**config.mk**
```make
export PLATFORM = sky130hd
export DESIGN_NAME = masked_register_map_change_tracker_flat
export DESIGN_NICKNAME = d
export VERILOG_FILES = /design/src/rtl/core/mrmct_pkg.sv /design/src/rtl/core/mrmct_if.sv /design/src/rtl/core/masked_register_map_change_tracker.sv /design/src/flat_wrapper.sv
export SDC_FILE = /design/constraint.sdc
export NUM_CORES = 1
export LEC_CHECK = 0
export ABC_AREA = 1
export BUFFER_PORTS_ARGS = -buffer_cell sky130_fd_sc_hd__buf_2
export CORE_UTILIZATION = 28
export CTS_CLUSTER_DIAMETER = 80
export DETAILED_ROUTE_END_ITERATION = 7
export SLEW_MARGIN = 20
export SYNTH_ARGS = -nofsm -noshare
export SYNTH_HDL_FRONTEND = slang
export SYNTH_SLANG_ARGS = --single-unit
```
**constraint.sdc**
```tcl
create_clock -name i_clk -period 4.95 [get_ports i_clk]
set_clock_uncertainty 0.15 [all_clocks]
set_input_delay 0.2475 -clock i_clk [delete_from_list [all_inputs] [get_ports i_clk]]
set_output_delay 0.2475 -clock i_clk [all_outputs]
set_load 0.02 [all_outputs]
```
**src/rtl/core/mrmct_pkg.sv**
```systemverilog
// Package for the masked register map change tracker.
// Holds map size, command codes, config register indexes and reset values.
// No dependencies.
`default_nettype none

package mrmct_pkg;

    localparam int MAP_BYTES = 16;
    localparam int MAP_AW    = 4;

    localparam logic [4:0] RUN_MAX = 5'd16;

    localparam logic [2:0] CMD_READ      = 3'd0;
    localparam logic [2:0] CMD_WR_CHECK  = 3'd1;
    localparam logic [2:0] CMD_WR_LOCAL  = 3'd2;
    localparam logic [2:0] CMD_TAKE      = 3'd3;
    localparam logic [2:0] CMD_CLEAR     = 3'd4;

    localparam logic [7:0] CFG_MASK_LOW  = 8'd0;
    localparam logic [7:0] CFG_MASK_HIGH = 8'd1;

    localparam logic [63:0] MASK_LOW_RST  = 64'h0;
    localparam logic [63:0] MASK_HIGH_RST = 64'h0000_0000_0001_0000;

    typedef logic [MAP_BYTES-1:0] t_flags;

endpackage

`default_nettype wire

```
**src/rtl/core/mrmct_if.sv**
```systemverilog
// Channel interfaces of the masked register map change tracker:
// request, response and configuration write. No dependencies.
`default_nettype none

interface mrmct_req_if;
    logic       valid;
    logic       ready;
    logic [2:0] cmd;
    logic [7:0] addr;
    logic [7:0] wr_value;
    logic       last_byte;

    modport source (output valid, cmd, addr, wr_value, last_byte, input ready);
    modport sink   (input valid, cmd, addr, wr_value, last_byte, output ready);
endinterface

interface mrmct_rsp_if;
    logic       valid;
    logic       ready;
    logic [7:0] data_out;
    logic       accepted;
    logic       change_found;
    logic [3:0] change_addr;
    logic [7:0] change_bits;
    logic [4:0] written_count;
    logic       any_change_seen;

    modport source (output valid, data_out, accepted, change_found, change_addr,
                    change_bits, written_count, any_change_seen, input ready);
    modport sink   (input valid, data_out, accepted, change_found, change_addr,
                    change_bits, written_count, any_change_seen, output ready);
endinterface

interface mrmct_cfg_if;
    logic        valid;
    logic        ready;
    logic [7:0]  index;
    logic [63:0] data;

    modport source (output valid, index, data, input ready);
    modport sink   (input valid, index, data, output ready);
endinterface

`default_nettype wire

```
**src/rtl/core/masked_register_map_change_tracker.sv**
```systemverilog
// Masked byte register map with change tracking (top level).
// Uses mrmct_pkg and the channel interfaces in mrmct_if.sv.
//
//   channel  | port   | dir | payload
//   ---------+--------+-----+------------------------------------------------
//   request  | i_req  | in  | cmd, addr, wr_value, last_byte
//   response | o_rsp  | out | data_out, accepted, change_found, change_addr,
//            |        |     | change_bits, written_count, any_change_seen
//   config   | i_cfg  | in  | index, data (64-bit mask registers 0 and 1)
//
// Each request has an accept step and an execute step: the accept edge reads
// the value and change memories, the execute state modifies and writes back
// and loads the response register; no request is taken until it ends.
// A new request is taken while a response waits; the modify cycle holds
// only if the response register is still full. Reset (synchronous, active
// low) empties the map through per-entry valid and pending flags, no sweep.
`default_nettype none

module masked_register_map_change_tracker (
    input  wire              i_clk,
    input  wire              i_rst_n,
    mrmct_req_if.sink        i_req,
    mrmct_rsp_if.source      o_rsp,
    mrmct_cfg_if.sink        i_cfg
);
    import mrmct_pkg::*;

    localparam logic S_IDLE = 1'b0;
    localparam logic S_EXEC = 1'b1;

    logic r_state, n_state;

    logic [63:0] r_mask_lo, r_mask_hi;

    // Memories: value and change bytes
    logic [7:0] r_val_mem [MAP_BYTES];
    logic [7:0] r_chg_mem [MAP_BYTES];
    logic [7:0] r_rd_val, r_rd_chg;

    t_flags r_val_vld;
    t_flags r_pend;

    logic [4:0] r_run;
    logic       r_sticky;

    // Latched request
    logic [2:0]        r_cmd;
    logic [7:0]        r_addr;
    logic [7:0]        r_wr_value;
    logic              r_last;
    logic              r_found;
    logic [MAP_AW-1:0] r_idx;

    // Response register
    logic       r_out_valid;
    logic [7:0] r_data_out;
    logic       r_accepted;
    logic       r_change_found;
    logic [3:0] r_change_addr;
    logic [7:0] r_change_bits;
    logic [4:0] r_written_count;

    logic              req_fire;
    logic              exec_go;
    logic              enc_found;
    logic [MAP_AW-1:0] enc_idx;
    logic [MAP_AW-1:0] rd_k;
    logic [MAP_AW-1:0] k;
    logic              in_range;
    logic [7:0]        mask;
    logic [7:0]        old_v;
    logic [7:0]        new_v;
    logic [7:0]        diff;
    logic [4:0]        run_inc;

    logic              val_we;
    logic [7:0]        val_wd;
    logic              chg_we;
    logic [7:0]        chg_wd;

    logic [7:0]        n_data_out;
    logic              n_accepted;
    logic [4:0]        n_written_count;
    logic [4:0]        n_run;
    logic              n_sticky;
    t_flags            n_val_vld;
    t_flags            n_pend;

    assign i_cfg.ready = 1'b1;
    assign i_req.ready = (r_state == S_IDLE);
    assign req_fire    = i_req.valid && i_req.ready;
    assign exec_go     = (r_state == S_EXEC) && (!r_out_valid || o_rsp.ready);

    // Lowest pending entry
    always_comb begin
        enc_found = 1'b0;
        enc_idx   = '0;
        for (int i = MAP_BYTES - 1; i >= 0; i--) begin
            if (r_pend[i]) begin
                enc_found = 1'b1;
                enc_idx   = MAP_AW'(i);
            end
        end
    end

    assign rd_k = (i_req.cmd == CMD_TAKE) ? enc_idx : i_req.addr[MAP_AW-1:0];

    always_ff @(posedge i_clk) begin
        if (req_fire) begin
            r_rd_val <= r_val_mem[rd_k];
            r_rd_chg <= r_chg_mem[rd_k];
        end
        if (val_we) begin
            r_val_mem[k] <= val_wd;
        end
        if (chg_we) begin
            r_chg_mem[k] <= chg_wd;
        end
    end

    assign k        = (r_cmd == CMD_TAKE) ? r_idx : r_addr[MAP_AW-1:0];
    assign in_range = (r_addr < 8'(MAP_BYTES));
    assign mask     = r_addr[3] ? r_mask_hi[{r_addr[2:0], 3'b000} +: 8]
                                : r_mask_lo[{r_addr[2:0], 3'b000} +: 8];
    assign old_v    = r_val_vld[k] ? r_rd_val : 8'h00;
    assign new_v    = r_wr_value & mask;
    assign diff     = old_v ^ new_v;
    assign run_inc  = (r_run < RUN_MAX) ? r_run + 5'd1 : r_run;

    always_comb begin
        val_we          = 1'b0;
        val_wd          = r_wr_value;
        chg_we          = 1'b0;
        chg_wd          = diff;
        n_data_out      = 8'h00;
        n_accepted      = 1'b0;
        n_written_count = 5'd0;
        n_run           = r_run;
        n_sticky        = r_sticky;
        n_val_vld       = r_val_vld;
        n_pend          = r_pend;
        unique case (r_cmd)
            CMD_READ: begin
                if (in_range) begin
                    n_data_out = old_v;
                    n_accepted = 1'b1;
                end
            end
            CMD_WR_CHECK, CMD_WR_LOCAL: begin
                if (in_range) begin
                    n_accepted = 1'b1;
                    n_run      = run_inc;
                    if (r_cmd == CMD_WR_LOCAL) begin
                        val_we       = 1'b1;
                        n_val_vld[k] = 1'b1;
                    end else if (mask != 8'h00) begin
                        val_we       = 1'b1;
                        val_wd       = new_v;
                        n_val_vld[k] = 1'b1;
                        if (diff != 8'h00) begin
                            chg_we    = 1'b1;
                            n_pend[k] = 1'b1;
                            n_sticky  = 1'b1;
                        end
                    end
                end
                n_written_count = n_run;
                if (r_last) begin
                    n_run = 5'd0;
                end
            end
            CMD_TAKE: begin
                if (r_found) begin
                    n_data_out = old_v;
                    n_pend[k]  = 1'b0;
                end
            end
            CMD_CLEAR: begin
                n_val_vld = '0;
                n_pend    = '0;
                n_run     = 5'd0;
            end
            default: begin
            end
        endcase
        if (!exec_go) begin
            val_we = 1'b0;
            chg_we = 1'b0;
        end
    end

    always_comb begin
        n_state = r_state;
        unique case (r_state)
            S_IDLE: if (req_fire) n_state = S_EXEC;
            S_EXEC: if (exec_go)  n_state = S_IDLE;
            default: n_state = S_IDLE;
        endcase
    end

    // Control state
    always_ff @(posedge i_clk) begin
        if (!i_rst_n) begin
            r_state     <= S_IDLE;
            r_mask_lo   <= MASK_LOW_RST;
            r_mask_hi   <= MASK_HIGH_RST;
            r_val_vld   <= '0;
            r_pend      <= '0;
            r_run       <= 5'd0;
            r_sticky    <= 1'b0;
            r_out_valid <= 1'b0;
        end else begin
            r_state <= n_state;
            if (i_cfg.valid) begin
                if (i_cfg.index == CFG_MASK_LOW) begin
                    r_mask_lo <= i_cfg.data;
                end else if (i_cfg.index == CFG_MASK_HIGH) begin
                    r_mask_hi <= i_cfg.data;
                end
            end
            if (exec_go) begin
                r_val_vld   <= n_val_vld;
                r_pend      <= n_pend;
                r_run       <= n_run;
                r_sticky    <= n_sticky;
                r_out_valid <= 1'b1;
            end else if (o_rsp.ready) begin
                r_out_valid <= 1'b0;
            end
        end
    end

    // Payload
    always_ff @(posedge i_clk) begin
        if (req_fire) begin
            r_cmd      <= i_req.cmd;
            r_addr     <= i_req.addr;
            r_wr_value <= i_req.wr_value;
            r_last     <= i_req.last_byte;
            r_found    <= enc_found;
            r_idx      <= enc_idx;
        end
        if (exec_go) begin
            r_data_out      <= n_data_out;
            r_accepted      <= n_accepted;
            r_change_found  <= (r_cmd == CMD_TAKE) && r_found;
            r_change_addr   <= ((r_cmd == CMD_TAKE) && r_found) ? 4'(r_idx) : 4'd0;
            r_change_bits   <= ((r_cmd == CMD_TAKE) && r_found) ? r_rd_chg : 8'h00;
            r_written_count <= n_written_count;
        end
    end

    assign o_rsp.valid           = r_out_valid;
    assign o_rsp.data_out        = r_data_out;
    assign o_rsp.accepted        = r_accepted;
    assign o_rsp.change_found    = r_change_found;
    assign o_rsp.change_addr     = r_change_addr;
    assign o_rsp.change_bits     = r_change_bits;
    assign o_rsp.written_count   = r_written_count;
    assign o_rsp.any_change_seen = r_sticky;

endmodule

`default_nettype wire
```
**src/flat_wrapper.sv**
```systemverilog
// flat-port wrapper written by rule: the top's interface ports become plain ports
module masked_register_map_change_tracker_flat import mrmct_pkg::*;
  (i_clk, i_rst_n, i_req_valid, i_req_cmd, i_req_addr, i_req_wr_value, i_req_last_byte, i_req_ready, o_rsp_valid, o_rsp_data_out, o_rsp_accepted, o_rsp_change_found, o_rsp_change_addr, o_rsp_change_bits, o_rsp_written_count, o_rsp_any_change_seen, o_rsp_ready, i_cfg_valid, i_cfg_index, i_cfg_data, i_cfg_ready);
  mrmct_req_if i_req_i ();
  mrmct_rsp_if o_rsp_i ();
  mrmct_cfg_if i_cfg_i ();
  input  wire i_clk;
  input  wire i_rst_n;
  input wire logic [$bits(i_req_i.valid)-1:0] i_req_valid;
  input wire logic [$bits(i_req_i.cmd)-1:0] i_req_cmd;
  input wire logic [$bits(i_req_i.addr)-1:0] i_req_addr;
  input wire logic [$bits(i_req_i.wr_value)-1:0] i_req_wr_value;
  input wire logic [$bits(i_req_i.last_byte)-1:0] i_req_last_byte;
  output wire logic [$bits(i_req_i.ready)-1:0] i_req_ready;
  output wire logic [$bits(o_rsp_i.valid)-1:0] o_rsp_valid;
  output wire logic [$bits(o_rsp_i.data_out)-1:0] o_rsp_data_out;
  output wire logic [$bits(o_rsp_i.accepted)-1:0] o_rsp_accepted;
  output wire logic [$bits(o_rsp_i.change_found)-1:0] o_rsp_change_found;
  output wire logic [$bits(o_rsp_i.change_addr)-1:0] o_rsp_change_addr;
  output wire logic [$bits(o_rsp_i.change_bits)-1:0] o_rsp_change_bits;
  output wire logic [$bits(o_rsp_i.written_count)-1:0] o_rsp_written_count;
  output wire logic [$bits(o_rsp_i.any_change_seen)-1:0] o_rsp_any_change_seen;
  input wire logic [$bits(o_rsp_i.ready)-1:0] o_rsp_ready;
  input wire logic [$bits(i_cfg_i.valid)-1:0] i_cfg_valid;
  input wire logic [$bits(i_cfg_i.index)-1:0] i_cfg_index;
  input wire logic [$bits(i_cfg_i.data)-1:0] i_cfg_data;
  output wire logic [$bits(i_cfg_i.ready)-1:0] i_cfg_ready;
  assign i_req_i.valid = i_req_valid;
  assign i_req_i.cmd = i_req_cmd;
  assign i_req_i.addr = i_req_addr;
  assign i_req_i.wr_value = i_req_wr_value;
  assign i_req_i.last_byte = i_req_last_byte;
  assign i_req_ready = i_req_i.ready;
  assign o_rsp_valid = o_rsp_i.valid;
  assign o_rsp_data_out = o_rsp_i.data_out;
  assign o_rsp_accepted = o_rsp_i.accepted;
  assign o_rsp_change_found = o_rsp_i.change_found;
  assign o_rsp_change_addr = o_rsp_i.change_addr;
  assign o_rsp_change_bits = o_rsp_i.change_bits;
  assign o_rsp_written_count = o_rsp_i.written_count;
  assign o_rsp_any_change_seen = o_rsp_i.any_change_seen;
  assign o_rsp_i.ready = o_rsp_ready;
  assign i_cfg_i.valid = i_cfg_valid;
  assign i_cfg_i.index = i_cfg_index;
  assign i_cfg_i.data = i_cfg_data;
  assign i_cfg_ready = i_cfg_i.ready;
  masked_register_map_change_tracker u_core (.i_clk(i_clk), .i_rst_n(i_rst_n), .i_req(i_req_i), .o_rsp(o_rsp_i), .i_cfg(i_cfg_i));
endmodule
```
==> metrics, run 1 <==
Num Clock Sinks 492; number of gates given a new drive strength after cts 0; Post-route DRC 0; Data required, critical path 5.11 ns; type of the setup path with the least slack reg -> reg; syn_area_per_cell 9.02 sq um; vertical die dimension approximately 280 um; Root Buffer sky130_fd_sc_hd__clkbuf_16; number of synthesized register bits between 400 and 500; netlist area before placement between 0.02 and 0.025 sq mm; routed length per placed instance approximately 17 um; Commonest cells post-synth sky130_fd_sc_hd__nand2_1, sky130_fd_sc_hd__nand3_1, sky130_fd_sc_hd__edfxtp_1, sky130_fd_sc_hd__inv_1, sky130_fd_sc_hd__nor2_1; leading cell types by total area after synthesis sky130_fd_sc_hd__edfxtp_1, sky130_fd_sc_hd__dfxtp_1, sky130_fd_sc_hd__nand3_1, sky130_fd_sc_hd__nand2_1, sky130_fd_sc_hd__inv_1; cell type with the highest aggregate area in the netlist sky130_fd_sc_hd__edfxtp_1; count of fill cells added during filler insertion 7767; CTS clk-pin slew, worst paths 0.06 ns; synth unique cells 43; wire length after detailed routing 61600 um; pin count of the biggest net entering global routing between 90 and 100; placeable core area 0.0765 sq mm; final slew viol count 0; Cell Count, Final, Fillers Out 3653; unrepaired setup endpoints after global routing false; via count of the first global-routing pass approximately 17000; global route overflow 0; fmax 262 MHz; I/O Pins 128; effective utilization at floorplan ~28%; most frequent cell after synthesis sky130_fd_sc_hd__nand2_1; Total Nets Final 2683; maximum capacitance violations 0; final setup violation count 0; shortest period the worst path allows 3.82 ns; dpl hpwl 38900 um; startpoint kind of the worst setup timing path flop; type of the worst min-delay path in -> reg; Crit. End Element flop; H-tree Lvls 2; Leakage approximately 0.010 uW; Area Growth Syn to Fin 19.5%; synthesized instance count between 2000 and 2500; Clock Latency Late Sink slightly above 0.6 ns; Data arrival, critical path 3.98 ns; Iter 0 DRT Violations 1422; Setup Total Neg Slack 0 ns; detailed-routing iteration count for the pre-antenna-repair pass 5; die outline area just under 0.08 sq mm; syn nets 2512; clock buffer depth 3; share of cells above drive strength 1 a little under an eighth; post-CTS setup buffers 0; port buffer count 126; worst IR drop on VDD approximately 0.22 mV; maximum fanout count along the critical path 17; number of nets with antenna violations after detailed routing 0; total global-route track usage roughly 16%; register area approximately 0.013 sq mm; clock tree from TritonCTS yes; outcome completed; cell row count a little over 100; final critical-path share of the clock period between 70% and 80%; Pwr Density between 300 and 400 mW/mm^2; max-slew headroom at the worst pin 25.2%; post-route worst setup slack 1.13 ns; number of clock buffers inserted by TritonCTS 48; Avg Vias per Cell 4.70; RD Place Congestion ~0.82; Worst Tran Pin Value 1.12 ns; Die X around 280 um; Seq/Total Area, Yosys 60.1%; cell count after placement 3479; first-pass GRT wire length 96200 um; final instance area 0.0260 sq mm; Yosys warning total 0; Fin. Hold Viols 0; footprint of the multi-input gates 0.00697 sq mm; dominant register cell in the synthesized netlist sky130_fd_sc_hd__edfxtp_1; area fraction of the dominant cell type after synthesis about 45%; total vias in the final route 17200; fin util 34.0%; number of flops mapped to enable cells by yosys 324; cts hold-fix bufs 86; placement-stage cell area 0.0236 sq mm; initial antenna violation count 0; Async S/R FF share, synth 0%; Worst Setup Slack post-DPL 1.18 ns
-- layer usage --
layer | GRT usage (%) | wire (um)
met1 | 20.9 | 27600
met2 | 25.2 | 28400
met3 | 2.42 | 3320
met4 | 6.14 | 2230
met5 | 0 | 0
-- metrics by stage --
stage | power, uW | hold slack (ns)
after global routing | 9400 | 0.197
after global placement | 5430 | 0.276
final | 9090 | 0.181
after floorplan | 5090 | 0.196
after detailed placement | 5440 | 0.276
after CTS | 9160 | 0.159
-- sequential cells by signal, summed over array words and instances, names as in the netlist, 3 cells and up --
signal,count
u_core.r_pend,16
u_core.o_rsp.change_bits,8
u_core.r_addr,8
u_core.r_rd_chg,8
u_core.o_rsp.data_out,8
u_core.r_cmd,3
u_core.r_val_mem,128
u_core.r_rd_val,8
u_core.o_rsp.change_addr,4
u_core.r_wr_value,8
u_core.r_mask_hi,64
u_core.r_chg_mem,128
u_core.o_rsp.written_count,5
u_core.r_mask_lo,64
u_core.r_val_vld,16
u_core.r_run,5
u_core.r_idx,4
-- final cells by class --
class                      instances  area share, %
timing repair buffer             268           7.45
sequential                       492           50.3
multi-input combinational       1464           26.8
antenna                            1        0.00962
clock inverter                    30           1.16
clock buffer                      57           4.82
inverter                         311           4.49
tap                             1030           4.95
-- report_power, final --
group	total [uW]	switching, uW	internal, uW
logic	882	636	245
registers	4520	27.4	4490
clock network	3690	1610	2080
-- cell families after synthesis --
| group | count (synthesis) | share of synthesized area [%] |
|---|---|---|
| simple gates | 1103 | 22.2 |
| flops | 492 | 60.1 |
| buf+inv | 458 | 8.18 |
| compound gates | 355 | 9.28 |
| xor+xnor | 3 | 0.121 |
| fa+ha+maj | 1 | 0.0575 |
| other cells | 1 | 0.0172 |
| mux | 1 | 0.0460 |
-- critical path, cell delays in order (launching register included) --
cell and delay [ns]:
sky130_fd_sc_hd__edfxtp_1 0.45, sky130_fd_sc_hd__inv_2 0.12, sky130_fd_sc_hd__nand3_2 0.28, sky130_fd_sc_hd__buf_4 0.31
sky130_fd_sc_hd__nor2_1 0.13, sky130_fd_sc_hd__a21oi_1 0.09, sky130_fd_sc_hd__inv_1 0.09, sky130_fd_sc_hd__nor2_1 0.06
sky130_fd_sc_hd__nand2_1 0.08, sky130_fd_sc_hd__nand2_2 0.07, sky130_fd_sc_hd__nor2_4 0.34, sky130_fd_sc_hd__nand2_1 0.19
sky130_fd_sc_hd__nand2_1 0.09, sky130_fd_sc_hd__nand2_1 0.08, sky130_fd_sc_hd__nand2_1 0.11, sky130_fd_sc_hd__nor2_4 0.06
sky130_fd_sc_hd__nand2_1 0.06, sky130_fd_sc_hd__nand4_2 0.07, sky130_fd_sc_hd__buf_4 0.23, sky130_fd_sc_hd__nor2_1 0.22
sky130_fd_sc_hd__buf_4 0.22
-- cells in the final DEF (no fill, tap or decap), drive strengths merged, types with 86 or more instances in the layout --
| cell type | count |
|---|---|
| buf | 182 |
| nor2 | 202 |
| dfxtp | 168 |
| nand3 | 353 |
| inv | 309 |
| dlygate4sd3 | 86 |
| edfxtp | 324 |
| o21ai | 147 |
| nand2 | 450 |
| a21oi | 132 |
-- final timing paths --
| kind | from | endpoint | slack (ns) | cells past startpoint |
|---|---|---|---|---|
| min | i_cfg_index[0] | u_core.r_mask_hi[47] | 0.18 | 4 |
| max reg2reg | u_core.r_cmd[2] | u_core.r_chg_mem[9][5] | 1.13 | 20 |
| max | u_core.r_cmd[2] | u_core.r_chg_mem[9][5] | 1.13 | 20 |
| min reg2reg | u_core.r_val_vld[10] | u_core.r_val_vld[10] | 0.30 | 2 |
(Power assumes the default switching activity.)
==> run 2: changes to the inputs <==
Settings changed: ABC_AREA 1 to 0.
Clock period 4.95 ns to 3.3 ns, I/O delays scaled along.
==> metrics, run 2 <==
most common cell after layout, fill and taps aside sky130_fd_sc_hd__nand2_1; buffering stage count on the worst path with inverters included 4; max-slew headroom at the worst pin 44.1%; vertical die dimension 278 um; Commonest cells post-synth sky130_fd_sc_hd__nand2_1, sky130_fd_sc_hd__edfxtp_1, sky130_fd_sc_hd__a21boi_0, sky130_fd_sc_hd__dfxtp_1, sky130_fd_sc_hd__nand3_1; number of flops mapped to enable cells by yosys 324; Root Buffer sky130_fd_sc_hd__clkbuf_16; fraction of synthesized cell area in xor and xnor cells 0.492%; syn nets 2103; launching point of the worst reg2reg path u_core.r_addr[0]; area fraction of the dominant cell type after synthesis a little under half; antenna fix cells 0; placement-stage cell area 0.0241 sq mm; registers with the highest flip-flop counts u_core.r_chg_mem x128, u_core.r_val_mem x128; initial antenna violation count 2; placeable core area 0.0749 sq mm; global route overflow 0; type of the worst min-delay path in -> reg; Iter 0 DRT Violations between 1500 and 2000; Cell Count, Final, Fillers Out 3329; type of the setup path with the least slack reg -> reg; Worst Setup Slack post-DPL -0.369 ns; final setup violation count about 270; Clock Latency Late Sink between 0.6 and 0.7 ns; unrepaired setup endpoints after global routing true; RD Place Congestion 0.899; most frequent cell after synthesis sky130_fd_sc_hd__nand2_1; I/O Pins approximately 130; share of cell area taken by muxes after synthesis under 10%; Seq/Total Area, Yosys ~61%; total global-route track usage ~16%; detailed-routing iteration count for the pre-antenna-repair pass 5; Post-route DRC 0; Async S/R FF share, synth 0%; largest delay contributor family on the critical path compound AO/OA/AOI/OAI gates; final slew viol count 0; Synth Area in Adders 0.0586%; violated checks setup timing; fin util a little over a third; number of clock buffers inserted by TritonCTS 52; cell count after placement 3122; die outline area around 0.077 sq mm; worst IR drop on VDD between 0.3 and 0.4 mV; Fin. Hold Viols 0; cell type with the highest aggregate area in the netlist sky130_fd_sc_hd__edfxtp_1; Critical Path Slowest Stage Cell sky130_fd_sc_hd__edfxtp_1; H-tree Lvls 2; Data required, critical path 3.45 ns; wire length after detailed routing 63400 um; CTS clk-pin slew, worst paths 0.06 ns; cell row count 100; fraction of the mapped netlist area in simple logic gates around 18%; Avg Vias per Cell 4.93; dpl hpwl 42000 um; shortest period the worst path allows 3.55 ns; final instance area 0.0272 sq mm; Yosys warning total 0; Num Clock Sinks 492; Leakage 0.00978 uW; Worst Tran Pin Value between 0.8 and 0.9 ns; synthesized instance count 2005; synth unique cells 70; CP Launch Point u_core.r_addr[0]; netlist area before placement between 0.02 and 0.025 sq mm; maximum capacitance violations 0; number of synthesized register bits 492; Crit. End Element flop; routed length per placed instance 19.0 um; fmax 282 MHz; total vias in the final route ~16000; port buffer count between 100 and 150; effective utilization at floorplan 28.5%; Pwr Density 512 mW/mm^2; via count of the first global-routing pass 16200; number of nets with antenna violations after detailed routing 0; top library cells by usage in the layout, fill and taps aside sky130_fd_sc_hd__nand2_1, sky130_fd_sc_hd__edfxtp_1, sky130_fd_sc_hd__a21boi_0; final critical-path share of the clock period 108%; share of cells above drive strength 1 19.4%; clock tree from TritonCTS yes; outcome complete, but fails checks; Die X 278 um; post-route worst setup slack -0.248 ns; startpoint kind of the worst setup timing path flop; Area Growth Syn to Fin 27.2%; main combinational cell family by area after synthesis simple AND/OR/NAND/NOR gates; Total Nets Final around 2400; compound-gate portion of the synthesized area 12.6%; syn_area_per_cell around 11 sq um; maximum fanout count along the critical path 11; Most common cell on crit path sky130_fd_sc_hd__buf_12; leading cell types by total area after synthesis sky130_fd_sc_hd__edfxtp_1, sky130_fd_sc_hd__dfxtp_1, sky130_fd_sc_hd__nand2_1, sky130_fd_sc_hd__a21boi_0, sky130_fd_sc_hd__mux2i_1; Data arrival, critical path 3.70 ns; dominant register cell in the synthesized netlist sky130_fd_sc_hd__edfxtp_1; Slowest Stage Delay on Critical Path ~0.48 ns; Hold Crit Start i_req_last_byte; slack of the worst reg-to-reg path -0.25 ns; clock buffer depth 3; crit-path cells buf_12 > buf_12 > mux2i_1 > a22oi_2 > a21oi_2 > buf_4 > o31a_1 > o2111a_1 > o21ai_2 > a22oi_4 > a211oi_4 > buf_12 > nor2b_4; pin count of the biggest net entering global routing 97; first-pass GRT wire length 95800 um
[run 2: changes by cell type after synthesis, sizes merged, moves of 18 or more]
cell    previous run  this run
a211oi            23         5
a21boi             1       180
a21oi            132        20
a22oi              0        34
and2               0        21
inv              309        23
mux2i              1        98
nand2            450       583
nand3            353       116
nor2             202        86
nor3              85         5
o211ai            27         2
o21ai            147        31
[run 2: repair_timing]
action | CTS | global route
endpoints found under the setup margin | 382 | 394
pin swaps | 14 | 9
cloned | 2 | 1
setup buffers | 11 | 6
resized for setup | 62 | 38
endpoints found under the hold margin | 156 | 0
hold buffers | 89 | 0
[run 2: worst paths after layout]
path,end,cells past startpoint
worst max-delay path,u_core.r_chg_mem[13][7],13
worst min register to register,u_core.r_mask_hi[0],2
worst min-delay path,u_core.r_last,2
worst max register to register,u_core.r_chg_mem[13][7],13
[run 2: area by class of cell]
cell class                 instances  area (sq um)
timing repair buffer             381          3180
inverter                          23          86.3
fill                            7234         47800
tap                              969          1210
multi-input combinational       1366          7950
sequential                       492         13100
clock inverter                    36           285
clock buffer                      62          1350
[run 2: routing by layer]
layer  wire length, um  vias up  GRT usage [%]  share of wire [%]
li1                  -     7735              -                  -
met1             27300     8081           20.7                 43
met2             30900      488           27.4                 49
met3              3350      105           1.83                5.3
met4              1780        0           5.50                2.8
met5                 0        -              0                  0
[run 2: power by group]
part / internal [uW] / switching (uW) / leakage (uW)
combinational: 627 / 939 / 0.00463
clock: 3160 / 2440 / 0.000801
sequential: 6700 / 55.2 / 0.00434
total: 10500 / 3430 / 0.00978
[run 2: logic make-up after synthesis]
kind of cell / after synthesis
xor+xnor: 12
fa+ha+maj: 1
other cells: 1
flops: 492
compound gates: 358
mux: 101
buf+inv: 148
simple gates: 892
[run 2: worst reg2reg max path: cells and delay by family, from the launching register on]
kind	cells	cell delay (ns)
AND/OR/NAND/NOR	1	0.30
flip-flops	1	0.48
AO/OA/AOI/OAI	7	1.47
multiplexers	1	0.13
buffers and inverters	4	0.72
[run 2: stage by stage]
stage / hold slack [ns] / power (uW) / setup TNS (ns)
final: 0.138 / 13900 / -36.44
after global routing: 0.134 / 14400 / -74.45
after CTS: 0.117 / 14000 / -16.98
after detailed placement: 0.196 / 8300 / -61.89
after global placement: 0.200 / 8280 / -41.74
after floorplan: 0.114 / 7590 / -2.53
